[config.mk]
export PLATFORM = sky130hd
export DESIGN_NAME = double_bottom_pattern_detector
export DESIGN_NICKNAME = d
export VERILOG_FILES = /design/src/hw/rtl/dbpd_pkg.sv /design/src/hw/rtl/dbpd_front.sv /design/src/hw/rtl/dbpd_queue.sv /design/src/hw/rtl/dbpd_back.sv /design/src/hw/rtl/double_bottom_pattern_detector.sv
export SDC_FILE = /design/constraint.sdc
export NUM_CORES = 2
export LEC_CHECK = 0
export BUFFER_PORTS_ARGS = -buffer_cell sky130_fd_sc_hd__buf_2
export CAP_MARGIN = 20
export CORE_MARGIN = 1
export CORE_UTILIZATION = 60
export DETAILED_ROUTE_END_ITERATION = 8
export PLACE_DENSITY_LB_ADDON = 0.15
export SLEW_MARGIN = 15
export SYNTH_ARGS = -nofsm -noshare
export SYNTH_HDL_FRONTEND = slang
export SYNTH_SLANG_ARGS = --single-unit
[constraint.sdc]
create_clock -name clock -period 14.7 [get_ports clock]
set_input_delay 0.735 -clock clock [delete_from_list [all_inputs] [get_ports clock]]
set_output_delay 0.735 -clock clock [all_outputs]
set_load 0.02 [all_outputs]
[src/hw/rtl/dbpd_pkg.sv]
// Shared constants and types for the double bottom pattern detector.
package dbpd_pkg;

   // Configuration register file
   localparam int CSR_INDEX_WIDTH = 1;
   localparam int CFG_WIDTH       = 17;

   localparam logic [CSR_INDEX_WIDTH-1:0] CSR_DEPTH_TOLERANCE = 1'b0;
   localparam logic [CSR_INDEX_WIDTH-1:0] CSR_PEAK_MARGIN     = 1'b1;

   localparam logic [CFG_WIDTH-1:0] DEPTH_TOLERANCE_RESET = 17'd1966;
   localparam logic [CFG_WIDTH-1:0] PEAK_MARGIN_RESET     = 17'd67502;

   // Fraction bits of the Q16 ratios
   localparam int FRAC_BITS = 16;

   // Job queue between front and back
   localparam int QUEUE_DEPTH     = 4;
   localparam int QUEUE_PTR_WIDTH = 2;

   // Per-job control flags
   typedef struct packed {
      logic compare;      // a valley pair needs the depth and peak tests
      logic last;         // item closes the series, a result is due
      logic long_enough;  // series reached the minimum sample count
   } job_flags_type;

   // Queue fill status
   typedef struct packed {
      logic full;
      logic empty;
   } queue_status_type;

endpackage

[src/hw/rtl/dbpd_front.sv]
// Front end: tracks the sample window, finds valleys and issues test jobs.
module dbpd_front #(
   parameter int PRICE_WIDTH = 32,
   parameter int MIN_SAMPLES = 6
) (
   input  logic                        clock,
   input  logic                        reset,
   input  logic                        item_accept,
   input  logic [PRICE_WIDTH-1:0]      sample_price,
   input  logic                        last_sample,
   output logic                        job_push,
   output dbpd_pkg::job_flags_type     job_flags,
   output logic [PRICE_WIDTH-1:0]      job_valley_old,
   output logic [PRICE_WIDTH-1:0]      job_valley_new,
   output logic [PRICE_WIDTH-1:0]      job_peak
);
   import dbpd_pkg::*;

   localparam int CNT_WIDTH = $clog2(MIN_SAMPLES + 1);

   logic [PRICE_WIDTH-1:0] older_ff, older_in;
   logic [PRICE_WIDTH-1:0] newer_ff, newer_in;
   logic [CNT_WIDTH-1:0]   count_ff, count_in;
   logic                   valley_seen_ff, valley_seen_in;
   logic [PRICE_WIDTH-1:0] valley_price_ff, valley_price_in;
   logic [PRICE_WIDTH-1:0] peak_ff, peak_in;

   logic                   is_valley;
   logic [PRICE_WIDTH-1:0] peak_now;
   logic [CNT_WIDTH-1:0]   count_next;

   // Classify the middle sample of the window
   always_comb begin
      is_valley = (count_ff >= CNT_WIDTH'(2)) && (newer_ff < older_ff) &&
                  (newer_ff < sample_price);
      peak_now  = peak_ff;
      if ((count_ff >= CNT_WIDTH'(2)) && valley_seen_ff && (newer_ff > peak_ff)) begin
         peak_now = newer_ff;
      end
      count_next = (count_ff < CNT_WIDTH'(MIN_SAMPLES)) ? count_ff + CNT_WIDTH'(1)
                                                        : count_ff;
   end

   // Issue a job for each valley pair and for each series end
   always_comb begin
      job_flags.compare     = is_valley && valley_seen_ff;
      job_flags.last        = last_sample;
      job_flags.long_enough = (count_next >= CNT_WIDTH'(MIN_SAMPLES));
      job_push              = item_accept && (job_flags.compare || last_sample);
      job_valley_old        = valley_price_ff;
      job_valley_new        = newer_ff;
      job_peak              = peak_now;
   end

   // Advance the window, or drop it at the end of a series
   always_comb begin
      older_in        = older_ff;
      newer_in        = newer_ff;
      count_in        = count_ff;
      valley_seen_in  = valley_seen_ff;
      valley_price_in = valley_price_ff;
      peak_in         = peak_ff;
      if (item_accept) begin
         if (last_sample) begin
            older_in        = '0;
            newer_in        = '0;
            count_in        = '0;
            valley_seen_in  = 1'b0;
            valley_price_in = '0;
            peak_in         = '0;
         end else begin
            older_in = newer_ff;
            newer_in = sample_price;
            count_in = count_next;
            if (is_valley) begin
               valley_seen_in  = 1'b1;
               valley_price_in = newer_ff;
               peak_in         = sample_price;
            end else begin
               peak_in = peak_now;
            end
         end
      end
   end

   always_ff @(posedge clock) begin
      if (reset) begin
         older_ff        <= '0;
         newer_ff        <= '0;
         count_ff        <= '0;
         valley_seen_ff  <= 1'b0;
         valley_price_ff <= '0;
         peak_ff         <= '0;
      end else begin
         older_ff        <= older_in;
         newer_ff        <= newer_in;
         count_ff        <= count_in;
         valley_seen_ff  <= valley_seen_in;
         valley_price_ff <= valley_price_in;
         peak_ff         <= peak_in;
      end
   end

endmodule

[src/hw/rtl/dbpd_queue.sv]
// Short job queue that decouples the front end from the test pipeline.
module dbpd_queue #(
   parameter int WIDTH = 99
) (
   input  logic                          clock,
   input  logic                          reset,
   input  logic                          push,
   input  logic [WIDTH-1:0]              push_data,
   input  logic                          pop,
   output logic [WIDTH-1:0]              head_data,
   output dbpd_pkg::queue_status_type    status
);
   import dbpd_pkg::*;

   localparam logic [QUEUE_PTR_WIDTH:0] PTR_STEP = {{QUEUE_PTR_WIDTH{1'b0}}, 1'b1};

   logic [WIDTH-1:0]         entry_ff [QUEUE_DEPTH];
   logic [QUEUE_PTR_WIDTH:0] wr_ptr_ff, wr_ptr_in;
   logic [QUEUE_PTR_WIDTH:0] rd_ptr_ff, rd_ptr_in;
   logic                     do_push;
   logic                     do_pop;

   // Fill status from the wrap bit and the index bits
   always_comb begin
      status.empty = (wr_ptr_ff == rd_ptr_ff);
      status.full  = (wr_ptr_ff[QUEUE_PTR_WIDTH] != rd_ptr_ff[QUEUE_PTR_WIDTH]) &&
                     (wr_ptr_ff[QUEUE_PTR_WIDTH-1:0] == rd_ptr_ff[QUEUE_PTR_WIDTH-1:0]);
      do_push      = push && !status.full;
      do_pop       = pop && !status.empty;
      wr_ptr_in    = do_push ? wr_ptr_ff + PTR_STEP : wr_ptr_ff;
      rd_ptr_in    = do_pop ? rd_ptr_ff + PTR_STEP : rd_ptr_ff;
      head_data    = entry_ff[rd_ptr_ff[QUEUE_PTR_WIDTH-1:0]];
   end

   always_ff @(posedge clock) begin
      if (reset) begin
         wr_ptr_ff <= '0;
         rd_ptr_ff <= '0;
      end else begin
         wr_ptr_ff <= wr_ptr_in;
         rd_ptr_ff <= rd_ptr_in;
      end
   end

   // Store the job at the write slot
   always_ff @(posedge clock) begin
      if (do_push) begin
         entry_ff[wr_ptr_ff[QUEUE_PTR_WIDTH-1:0]] <= push_data;
      end
   end

endmodule

[src/hw/rtl/dbpd_back.sv]
// Back end: depth and peak tests as products, pattern flag and result register.
module dbpd_back #(
   parameter int PRICE_WIDTH = 32
) (
   input  logic                                    clock,
   input  logic                                    reset,
   input  logic                                    csr_write_enable,
   input  logic [dbpd_pkg::CSR_INDEX_WIDTH-1:0]    csr_index,
   input  logic [dbpd_pkg::CFG_WIDTH-1:0]          csr_write_data,
   input  dbpd_pkg::queue_status_type              queue_status,
   input  dbpd_pkg::job_flags_type                 head_flags,
   input  logic [PRICE_WIDTH-1:0]                  head_valley_old,
   input  logic [PRICE_WIDTH-1:0]                  head_valley_new,
   input  logic [PRICE_WIDTH-1:0]                  head_peak,
   output logic                                    pop,
   output logic                                    rsp_valid,
   input  logic                                    rsp_ready,
   output logic                                    rsp_bullish
);
   import dbpd_pkg::*;

   localparam int PROD_WIDTH = PRICE_WIDTH + CFG_WIDTH;

   logic [CFG_WIDTH-1:0]   depth_tol_ff, depth_tol_in;
   logic [CFG_WIDTH-1:0]   peak_margin_ff, peak_margin_in;

   logic                   advance;
   logic                   new_is_lower;
   logic [PRICE_WIDTH-1:0] high_valley;
   logic [PRICE_WIDTH-1:0] valley_diff;

   logic                   s1_valid_ff, s1_valid_in;
   job_flags_type          s1_flags_ff;
   logic [PRICE_WIDTH-1:0] s1_high_ff;
   logic [PRICE_WIDTH-1:0] s1_diff_ff;
   logic [PRICE_WIDTH-1:0] s1_peak_ff;

   logic                   s2_valid_ff, s2_valid_in;
   job_flags_type          s2_flags_ff;
   logic [PROD_WIDTH-1:0]  s2_depth_prod_ff, s2_depth_prod_in;
   logic [PROD_WIDTH-1:0]  s2_peak_prod_ff, s2_peak_prod_in;
   logic [PRICE_WIDTH-1:0] s2_diff_ff;
   logic [PRICE_WIDTH-1:0] s2_peak_ff;

   logic                   depth_ok;
   logic                   peak_ok;
   logic                   found_now;
   logic                   found_ff, found_in;
   logic                   rsp_valid_ff, rsp_valid_in;
   logic                   rsp_bullish_ff, rsp_bullish_in;

   // Write configuration registers
   always_comb begin
      depth_tol_in   = depth_tol_ff;
      peak_margin_in = peak_margin_ff;
      if (csr_write_enable) begin
         case (csr_index)
            CSR_DEPTH_TOLERANCE: depth_tol_in   = csr_write_data;
            CSR_PEAK_MARGIN:     peak_margin_in = csr_write_data;
            default: ;
         endcase
      end
   end

   always_ff @(posedge clock) begin
      if (reset) begin
         depth_tol_ff   <= DEPTH_TOLERANCE_RESET;
         peak_margin_ff <= PEAK_MARGIN_RESET;
      end else begin
         depth_tol_ff   <= depth_tol_in;
         peak_margin_ff <= peak_margin_in;
      end
   end

   // Move the whole pipe whenever the result register is free or drained
   always_comb begin
      advance = !rsp_valid_ff || rsp_ready;
      pop     = advance && !queue_status.empty;
   end

   // Stage 1: higher valley and valley difference
   always_comb begin
      new_is_lower = head_valley_old > head_valley_new;
      high_valley  = new_is_lower ? head_valley_old : head_valley_new;
      valley_diff  = new_is_lower ? head_valley_old - head_valley_new
                                  : head_valley_new - head_valley_old;
      s1_valid_in  = advance ? !queue_status.empty : s1_valid_ff;
   end

   // Stage 2: scale the higher valley by both ratios
   always_comb begin
      s2_valid_in      = advance ? s1_valid_ff : s2_valid_ff;
      s2_depth_prod_in = PROD_WIDTH'(s1_high_ff) * PROD_WIDTH'(depth_tol_ff);
      s2_peak_prod_in  = PROD_WIDTH'(s1_high_ff) * PROD_WIDTH'(peak_margin_ff);
   end

   // Stage 3: compare, fold into the pattern flag, emit at series end
   always_comb begin
      depth_ok = PROD_WIDTH'({s2_diff_ff, {FRAC_BITS{1'b0}}}) <= s2_depth_prod_ff;
      peak_ok  = s2_peak_prod_ff <= PROD_WIDTH'({s2_peak_ff, {FRAC_BITS{1'b0}}});
      found_now = found_ff || (s2_flags_ff.compare && depth_ok && peak_ok);

      found_in       = found_ff;
      rsp_valid_in   = rsp_valid_ff;
      rsp_bullish_in = rsp_bullish_ff;
      if (advance) begin
         rsp_valid_in = 1'b0;
         if (s2_valid_ff) begin
            if (s2_flags_ff.last) begin
               rsp_valid_in   = 1'b1;
               rsp_bullish_in = found_now && s2_flags_ff.long_enough;
               found_in       = 1'b0;
            end else begin
               found_in = found_now;
            end
         end
      end
   end

   always_ff @(posedge clock) begin
      if (reset) begin
         s1_valid_ff  <= 1'b0;
         s2_valid_ff  <= 1'b0;
         found_ff     <= 1'b0;
         rsp_valid_ff <= 1'b0;
      end else begin
         s1_valid_ff  <= s1_valid_in;
         s2_valid_ff  <= s2_valid_in;
         found_ff     <= found_in;
         rsp_valid_ff <= rsp_valid_in;
      end
   end

   // Payload registers hold while stalled
   always_ff @(posedge clock) begin
      if (advance) begin
         s1_flags_ff      <= head_flags;
         s1_high_ff       <= high_valley;
         s1_diff_ff       <= valley_diff;
         s1_peak_ff       <= head_peak;
         s2_flags_ff      <= s1_flags_ff;
         s2_depth_prod_ff <= s2_depth_prod_in;
         s2_peak_prod_ff  <= s2_peak_prod_in;
         s2_diff_ff       <= s1_diff_ff;
         s2_peak_ff       <= s1_peak_ff;
      end
      rsp_bullish_ff <= rsp_bullish_in;
   end

   assign rsp_valid   = rsp_valid_ff;
   assign rsp_bullish = rsp_bullish_ff;

endmodule

[src/hw/rtl/double_bottom_pattern_detector.sv]
// Double bottom detector on a stream of price samples.
//
// Input channel req_*: one unsigned Q16.16 price per item, with
// req_last_sample marking the final sample of a series. Output channel
// rsp_*: exactly one item per series, sent for its last sample;
// rsp_bullish is 1 when two matching valleys with a high enough peak
// between them were seen in a series of at least MIN_SAMPLES samples.
// Config port csr_*: index 0 is the depth tolerance (Q1.16), index 1 the
// peak margin (Q1.16); write only while the block is idle.
// Throughput: one item per cycle while the queue has room. The result for
// a last sample passes the queue slot, the difference stage, the multiplier
// stage and the result register, and waits there while the receiver stalls.
// A 4-entry job queue sits between the valley finder and the multiplier
// pipe; when the receiver holds rsp_ready low the pipe stalls, the queue
// fills, and req_ready drops once it is full.
// Reset: synchronous; clears the series state, empties the queue and
// restores both config registers to their defaults (0.03 and 1.03).
module double_bottom_pattern_detector #(
   parameter int PRICE_WIDTH = 32,
   parameter int MIN_SAMPLES = 6
) (
   input  logic                                 clock,
   input  logic                                 reset,
   input  logic                                 req_valid,
   output logic                                 req_ready,
   input  logic [PRICE_WIDTH-1:0]               req_sample_price,
   input  logic                                 req_last_sample,
   output logic                                 rsp_valid,
   input  logic                                 rsp_ready,
   output logic                                 rsp_bullish,
   input  logic                                 csr_write_enable,
   input  logic [dbpd_pkg::CSR_INDEX_WIDTH-1:0] csr_index,
   input  logic [dbpd_pkg::CFG_WIDTH-1:0]       csr_write_data
);
   import dbpd_pkg::*;

   localparam int JOB_WIDTH = $bits(job_flags_type) + 3 * PRICE_WIDTH;

   logic                   item_accept;
   logic                   job_push;
   job_flags_type          job_flags;
   logic [PRICE_WIDTH-1:0] job_valley_old;
   logic [PRICE_WIDTH-1:0] job_valley_new;
   logic [PRICE_WIDTH-1:0] job_peak;
   logic [JOB_WIDTH-1:0]   head_data;
   job_flags_type          head_flags;
   logic [PRICE_WIDTH-1:0] head_valley_old;
   logic [PRICE_WIDTH-1:0] head_valley_new;
   logic [PRICE_WIDTH-1:0] head_peak;
   logic                   pop;
   queue_status_type       queue_status;

   // Take an item whenever the queue has room
   assign req_ready   = !queue_status.full;
   assign item_accept = req_valid && req_ready;

   dbpd_front #(
      .PRICE_WIDTH (PRICE_WIDTH),
      .MIN_SAMPLES (MIN_SAMPLES)
   ) u_front (
      .clock          (clock),
      .reset          (reset),
      .item_accept    (item_accept),
      .sample_price   (req_sample_price),
      .last_sample    (req_last_sample),
      .job_push       (job_push),
      .job_flags      (job_flags),
      .job_valley_old (job_valley_old),
      .job_valley_new (job_valley_new),
      .job_peak       (job_peak)
   );

   dbpd_queue #(
      .WIDTH (JOB_WIDTH)
   ) u_queue (
      .clock     (clock),
      .reset     (reset),
      .push      (job_push),
      .push_data ({job_flags, job_valley_old, job_valley_new, job_peak}),
      .pop       (pop),
      .head_data (head_data),
      .status    (queue_status)
   );

   // Split the queue head back into its fields
   assign {head_flags, head_valley_old, head_valley_new, head_peak} = head_data;

   dbpd_back #(
      .PRICE_WIDTH (PRICE_WIDTH)
   ) u_back (
      .clock            (clock),
      .reset            (reset),
      .csr_write_enable (csr_write_enable),
      .csr_index        (csr_index),
      .csr_write_data   (csr_write_data),
      .queue_status     (queue_status),
      .head_flags       (head_flags),
      .head_valley_old  (head_valley_old),
      .head_valley_new  (head_valley_new),
      .head_peak        (head_peak),
      .pop              (pop),
      .rsp_valid        (rsp_valid),
      .rsp_ready        (rsp_ready),
      .rsp_bullish      (rsp_bullish)
   );

`ifndef SYNTHESIS
   // Full and empty never hold together
   a_queue_status: assert property (@(posedge clock) disable iff (reset)
      queue_status.full |-> !queue_status.empty)
      else $error("job queue reports full and empty");

   // A pop from the queue always leaves room for the next cycle
   a_pop_frees: assert property (@(posedge clock) disable iff (reset)
      pop |=> !queue_status.full)
      else $error("job queue still full after a pop");

   // Reset leaves no result pending and the queue drained
   a_reset_clean: assert property (@(posedge clock)
      reset |=> (!rsp_valid && queue_status.empty))
      else $error("state left over after reset");
`endif

endmodule

==> reports/metrics.yaml <==
setup_path:
  crit_path_frequent_cell: "fa_1"
  worstSetupPathType: "reg2reg"
  slowest_stage: "edfxtp_1"
  worstPathRequired_ps: 15140
  worstPathCellList: "buf_4 > nand2_1 > fa_1 > fa_1 > inv_1 > fa_1 > fa_1 > fa_1 > inv_1 > fa_1 > inv_1 > ha_1 > and3_1 > nand4_1 > a2111oi_0 > o31ai_1 > a31oi_1 > o21ai_1 > o22ai_1 > nor3_1 > a2111oi_0"
  worst-path-max-fanout: 18
  max_stage_delay_ps: 940
  arrival_ps: 7920
  reg2reg_depth: 21
  crit_path_end_kind: "register"
  cp-start-kind: "register"
clocking:
  cts.sinks: 839
  ctsHoldBuffers: 0
  cts_buffer_depth: 3
  cts-resized-gates: 0
  cts_buffers: 89
  clk_latency_ps: 680
  clk_transition_reported_paths_ps: 70
  cts_setup_buffers: 0
  h-tree-depth: 3
  cts_tree: "built"
  root_buffer: "clkbuf_16"
timing:
  rsz0062_at_grt: "no"
  worstMarginPinSlew_ps: 1099
  slew-limit-headroom: 0.2674
  period_needed_ps: 7480
  fmax_mhz: 133.7
  hold_viol_final: 0
  post-route-period-util: 0.5089
  clock-skew-final_ps: 27.89
  finalMaxSlewViolations: 0
  finalSetupViolCount: 0
  setup_tns_ps: 0
synth:
  synth_edf_count: 661
  yosysSeqAreaShare: 0.3268
  synth.distinct_cells: 94
  synth_area_per_cell_sq_um: 10.61
  ys_ff_latch: 839
  synth_largest_area_cell: "edfxtp_1"
  synth_ff_type: "edfxtp_1"
  ys.warnings.count: 0
  syn_nets: 8180
  yosys-top-cells-count: "inv_1, nand2_1, fa_1"
  netlist_top_cells_area: "edfxtp_1, fa_1, ha_1, inv_1, dfxtp_1"
  synth_top_area_frac: 0.2771
  syn_inst: 6751
  yosysMostFrequentCell: "inv_1"
  async_flop_share: 0
  syn-cell-area_sq_um: 71640
placement:
  placed_cell_area_sq_um: 73230
  dp_hpwl_um: 121100
  gp_congestion: 0.9038
  portBuffers: 58
floorplan:
  die_area_sq_um: 120800
  die_x_um: 347.6
  initial_core_util: 0.6059
  io_pins: 59
  core-area_sq_um: 118200
  rows: 126
  fp.dieH_um: 347.6
finish:
  multi_input_area_sq_um: 42110
  fill_cells: 9308
  area.growth.synth_to_final_pct: 6.621
  final_net_count: 8077
  drive_above_1_share: 0.07603
  final_cell_area_sq_um: 76390
  seq_area_sq_um: 23420
global_route:
  track_usage: 0.2991
  grt_max_degree: 149
  grt_pass1_vias: 50514
  grt.overflow.total: 0
  grt_pass1_wl_um: 280900
  antenna_found_initial: 1
route:
  drt-total-wl_um: 174200
  avgRoutedWirePerCell_um: 21.09
  drtPass1Iterations: 5
  viasPerCell: 5.847
  ant_nets: 0
  vias: 48285
  first_iter_violations: 3890
  drc_errors: 0
hold_path:
  hold_path_class: "in2reg"
  min_delay_path_depth: 3
flow_run:
  cap_violations: 0
run_status:
  status: "complete, no violations"
-- cell type report --
cell class	instances	share of cell area
Clock buffer	112	0.03186
Tap cell	1536	0.02516
Inverter	1282	0.06310
Sequential cell	839	0.3066
Multi-Input combinational cell	4292	0.5513
Antenna cell	1	0.00003276
Clock inverter	52	0.009484
Timing Repair Buffer	144	0.01245
-- kinds of logic (layout without fill, tap and decap cells) --
family | count (synthesis) | count (layout) | synth area share
AND/OR/NAND/NOR | 1802 | 1802 | 0.1209
buffers and inverters | 1620 | 1590 | 0.08638
adder cells (fa/ha/maj) | 1373 | 1373 | 0.3341
AO/OA/AOI/OAI | 854 | 854 | 0.07899
flip-flops | 839 | 839 | 0.3268
multiplexers | 151 | 151 | 0.03916
XOR/XNOR | 112 | 112 | 0.01369
other | 0 | 1 | 0
-- through the flow --
| step | worst slack, ps | instances | util | hold slack (ps) |
|---|---|---|---|---|
| after global placement | 7562 | 8093 | 0.6193 | 400.9 |
| after floorplan | 7664 | 6751 | - | 400.3 |
| after global routing | 6781 | 8257 | 0.6460 | 294.0 |
| final | 7220 | 8258 | 0.6460 | 302.6 |
| after CTS | 7362 | 8257 | 0.6460 | 260.8 |
| after detailed placement | 7357 | 8093 | 0.6193 | 404.5 |
-- sequential cells by signal, indices dropped and copies added, names as in the netlist, 3 cells and up, named ones only --
register,count
u_front.job_valley_old,32
u_back.s1_flags_ff,3
u_queue.entry_ff,396
u_queue.rd_ptr_ff,3
u_back.depth_tol_ff,17
u_front.older_ff,32
u_back.s1_high_ff,32
u_front.count_ff,3
u_front.job_valley_new,32
u_back.s2_peak_prod_ff,49
u_back.peak_margin_ff,17
u_back.s1_peak_ff,32
u_front.peak_ff,32
u_back.s2_flags_ff,3
u_queue.wr_ptr_ff,3
u_back.s2_depth_prod_ff,49
u_back.s2_diff_ff,32
u_back.s1_diff_ff,32
u_back.s2_peak_ff,32
-- final timing paths --
| kind | endpoint | slack [ps] | from |
|---|---|---|---|
| setup / recovery | u_back.s2_depth_prod_ff[43] | 7220 | u_back.s1_high_ff[21] |
| hold / removal | u_back.peak_margin_ff[16] | 300 | csr_write_data[16] |
| hold reg to reg | u_back.s2_diff_ff[22] | 410 | u_back.s1_diff_ff[22] |
| setup reg to reg | u_back.s2_depth_prod_ff[43] | 7220 | u_back.s1_high_ff[21] |
-- per-layer routing --
| layer | vias to the layer above | track usage | routed length [um] |
|---|---|---|---|
| met5 | - | 0 | 11 |
| met4 | 2 | 0.09530 | 5741 |
| met3 | 339 | 0.03938 | 11930 |
| met2 | 1735 | 0.4995 | 84420 |
| met1 | 24648 | 0.4083 | 72100 |
| li1 | 21561 | - | - |
-- worst max-delay path: cells and delay by family, from the launching register on --
family                   cells  cell delay (ps)
flip-flops                   1              940
AND/OR/NAND/NOR              4              510
buffers and inverters        4              540
AO/OA/AOI/OAI                6             1780
adder cells (fa/ha/maj)      7             3450
-- cells in the final DEF, fill, tap and decap left out, drive strengths merged, types with 144 or more instances in the layout --
master and instances:
and2 436, dfxtp 178, ha 473, nand2 920
inv 1291, buf 144, fa 900, edfxtp 661
a21oi 280, nor2 149
Power is not shown: default switching activity piles up to over one toggle a cycle in this logic, so the estimate is an artifact.
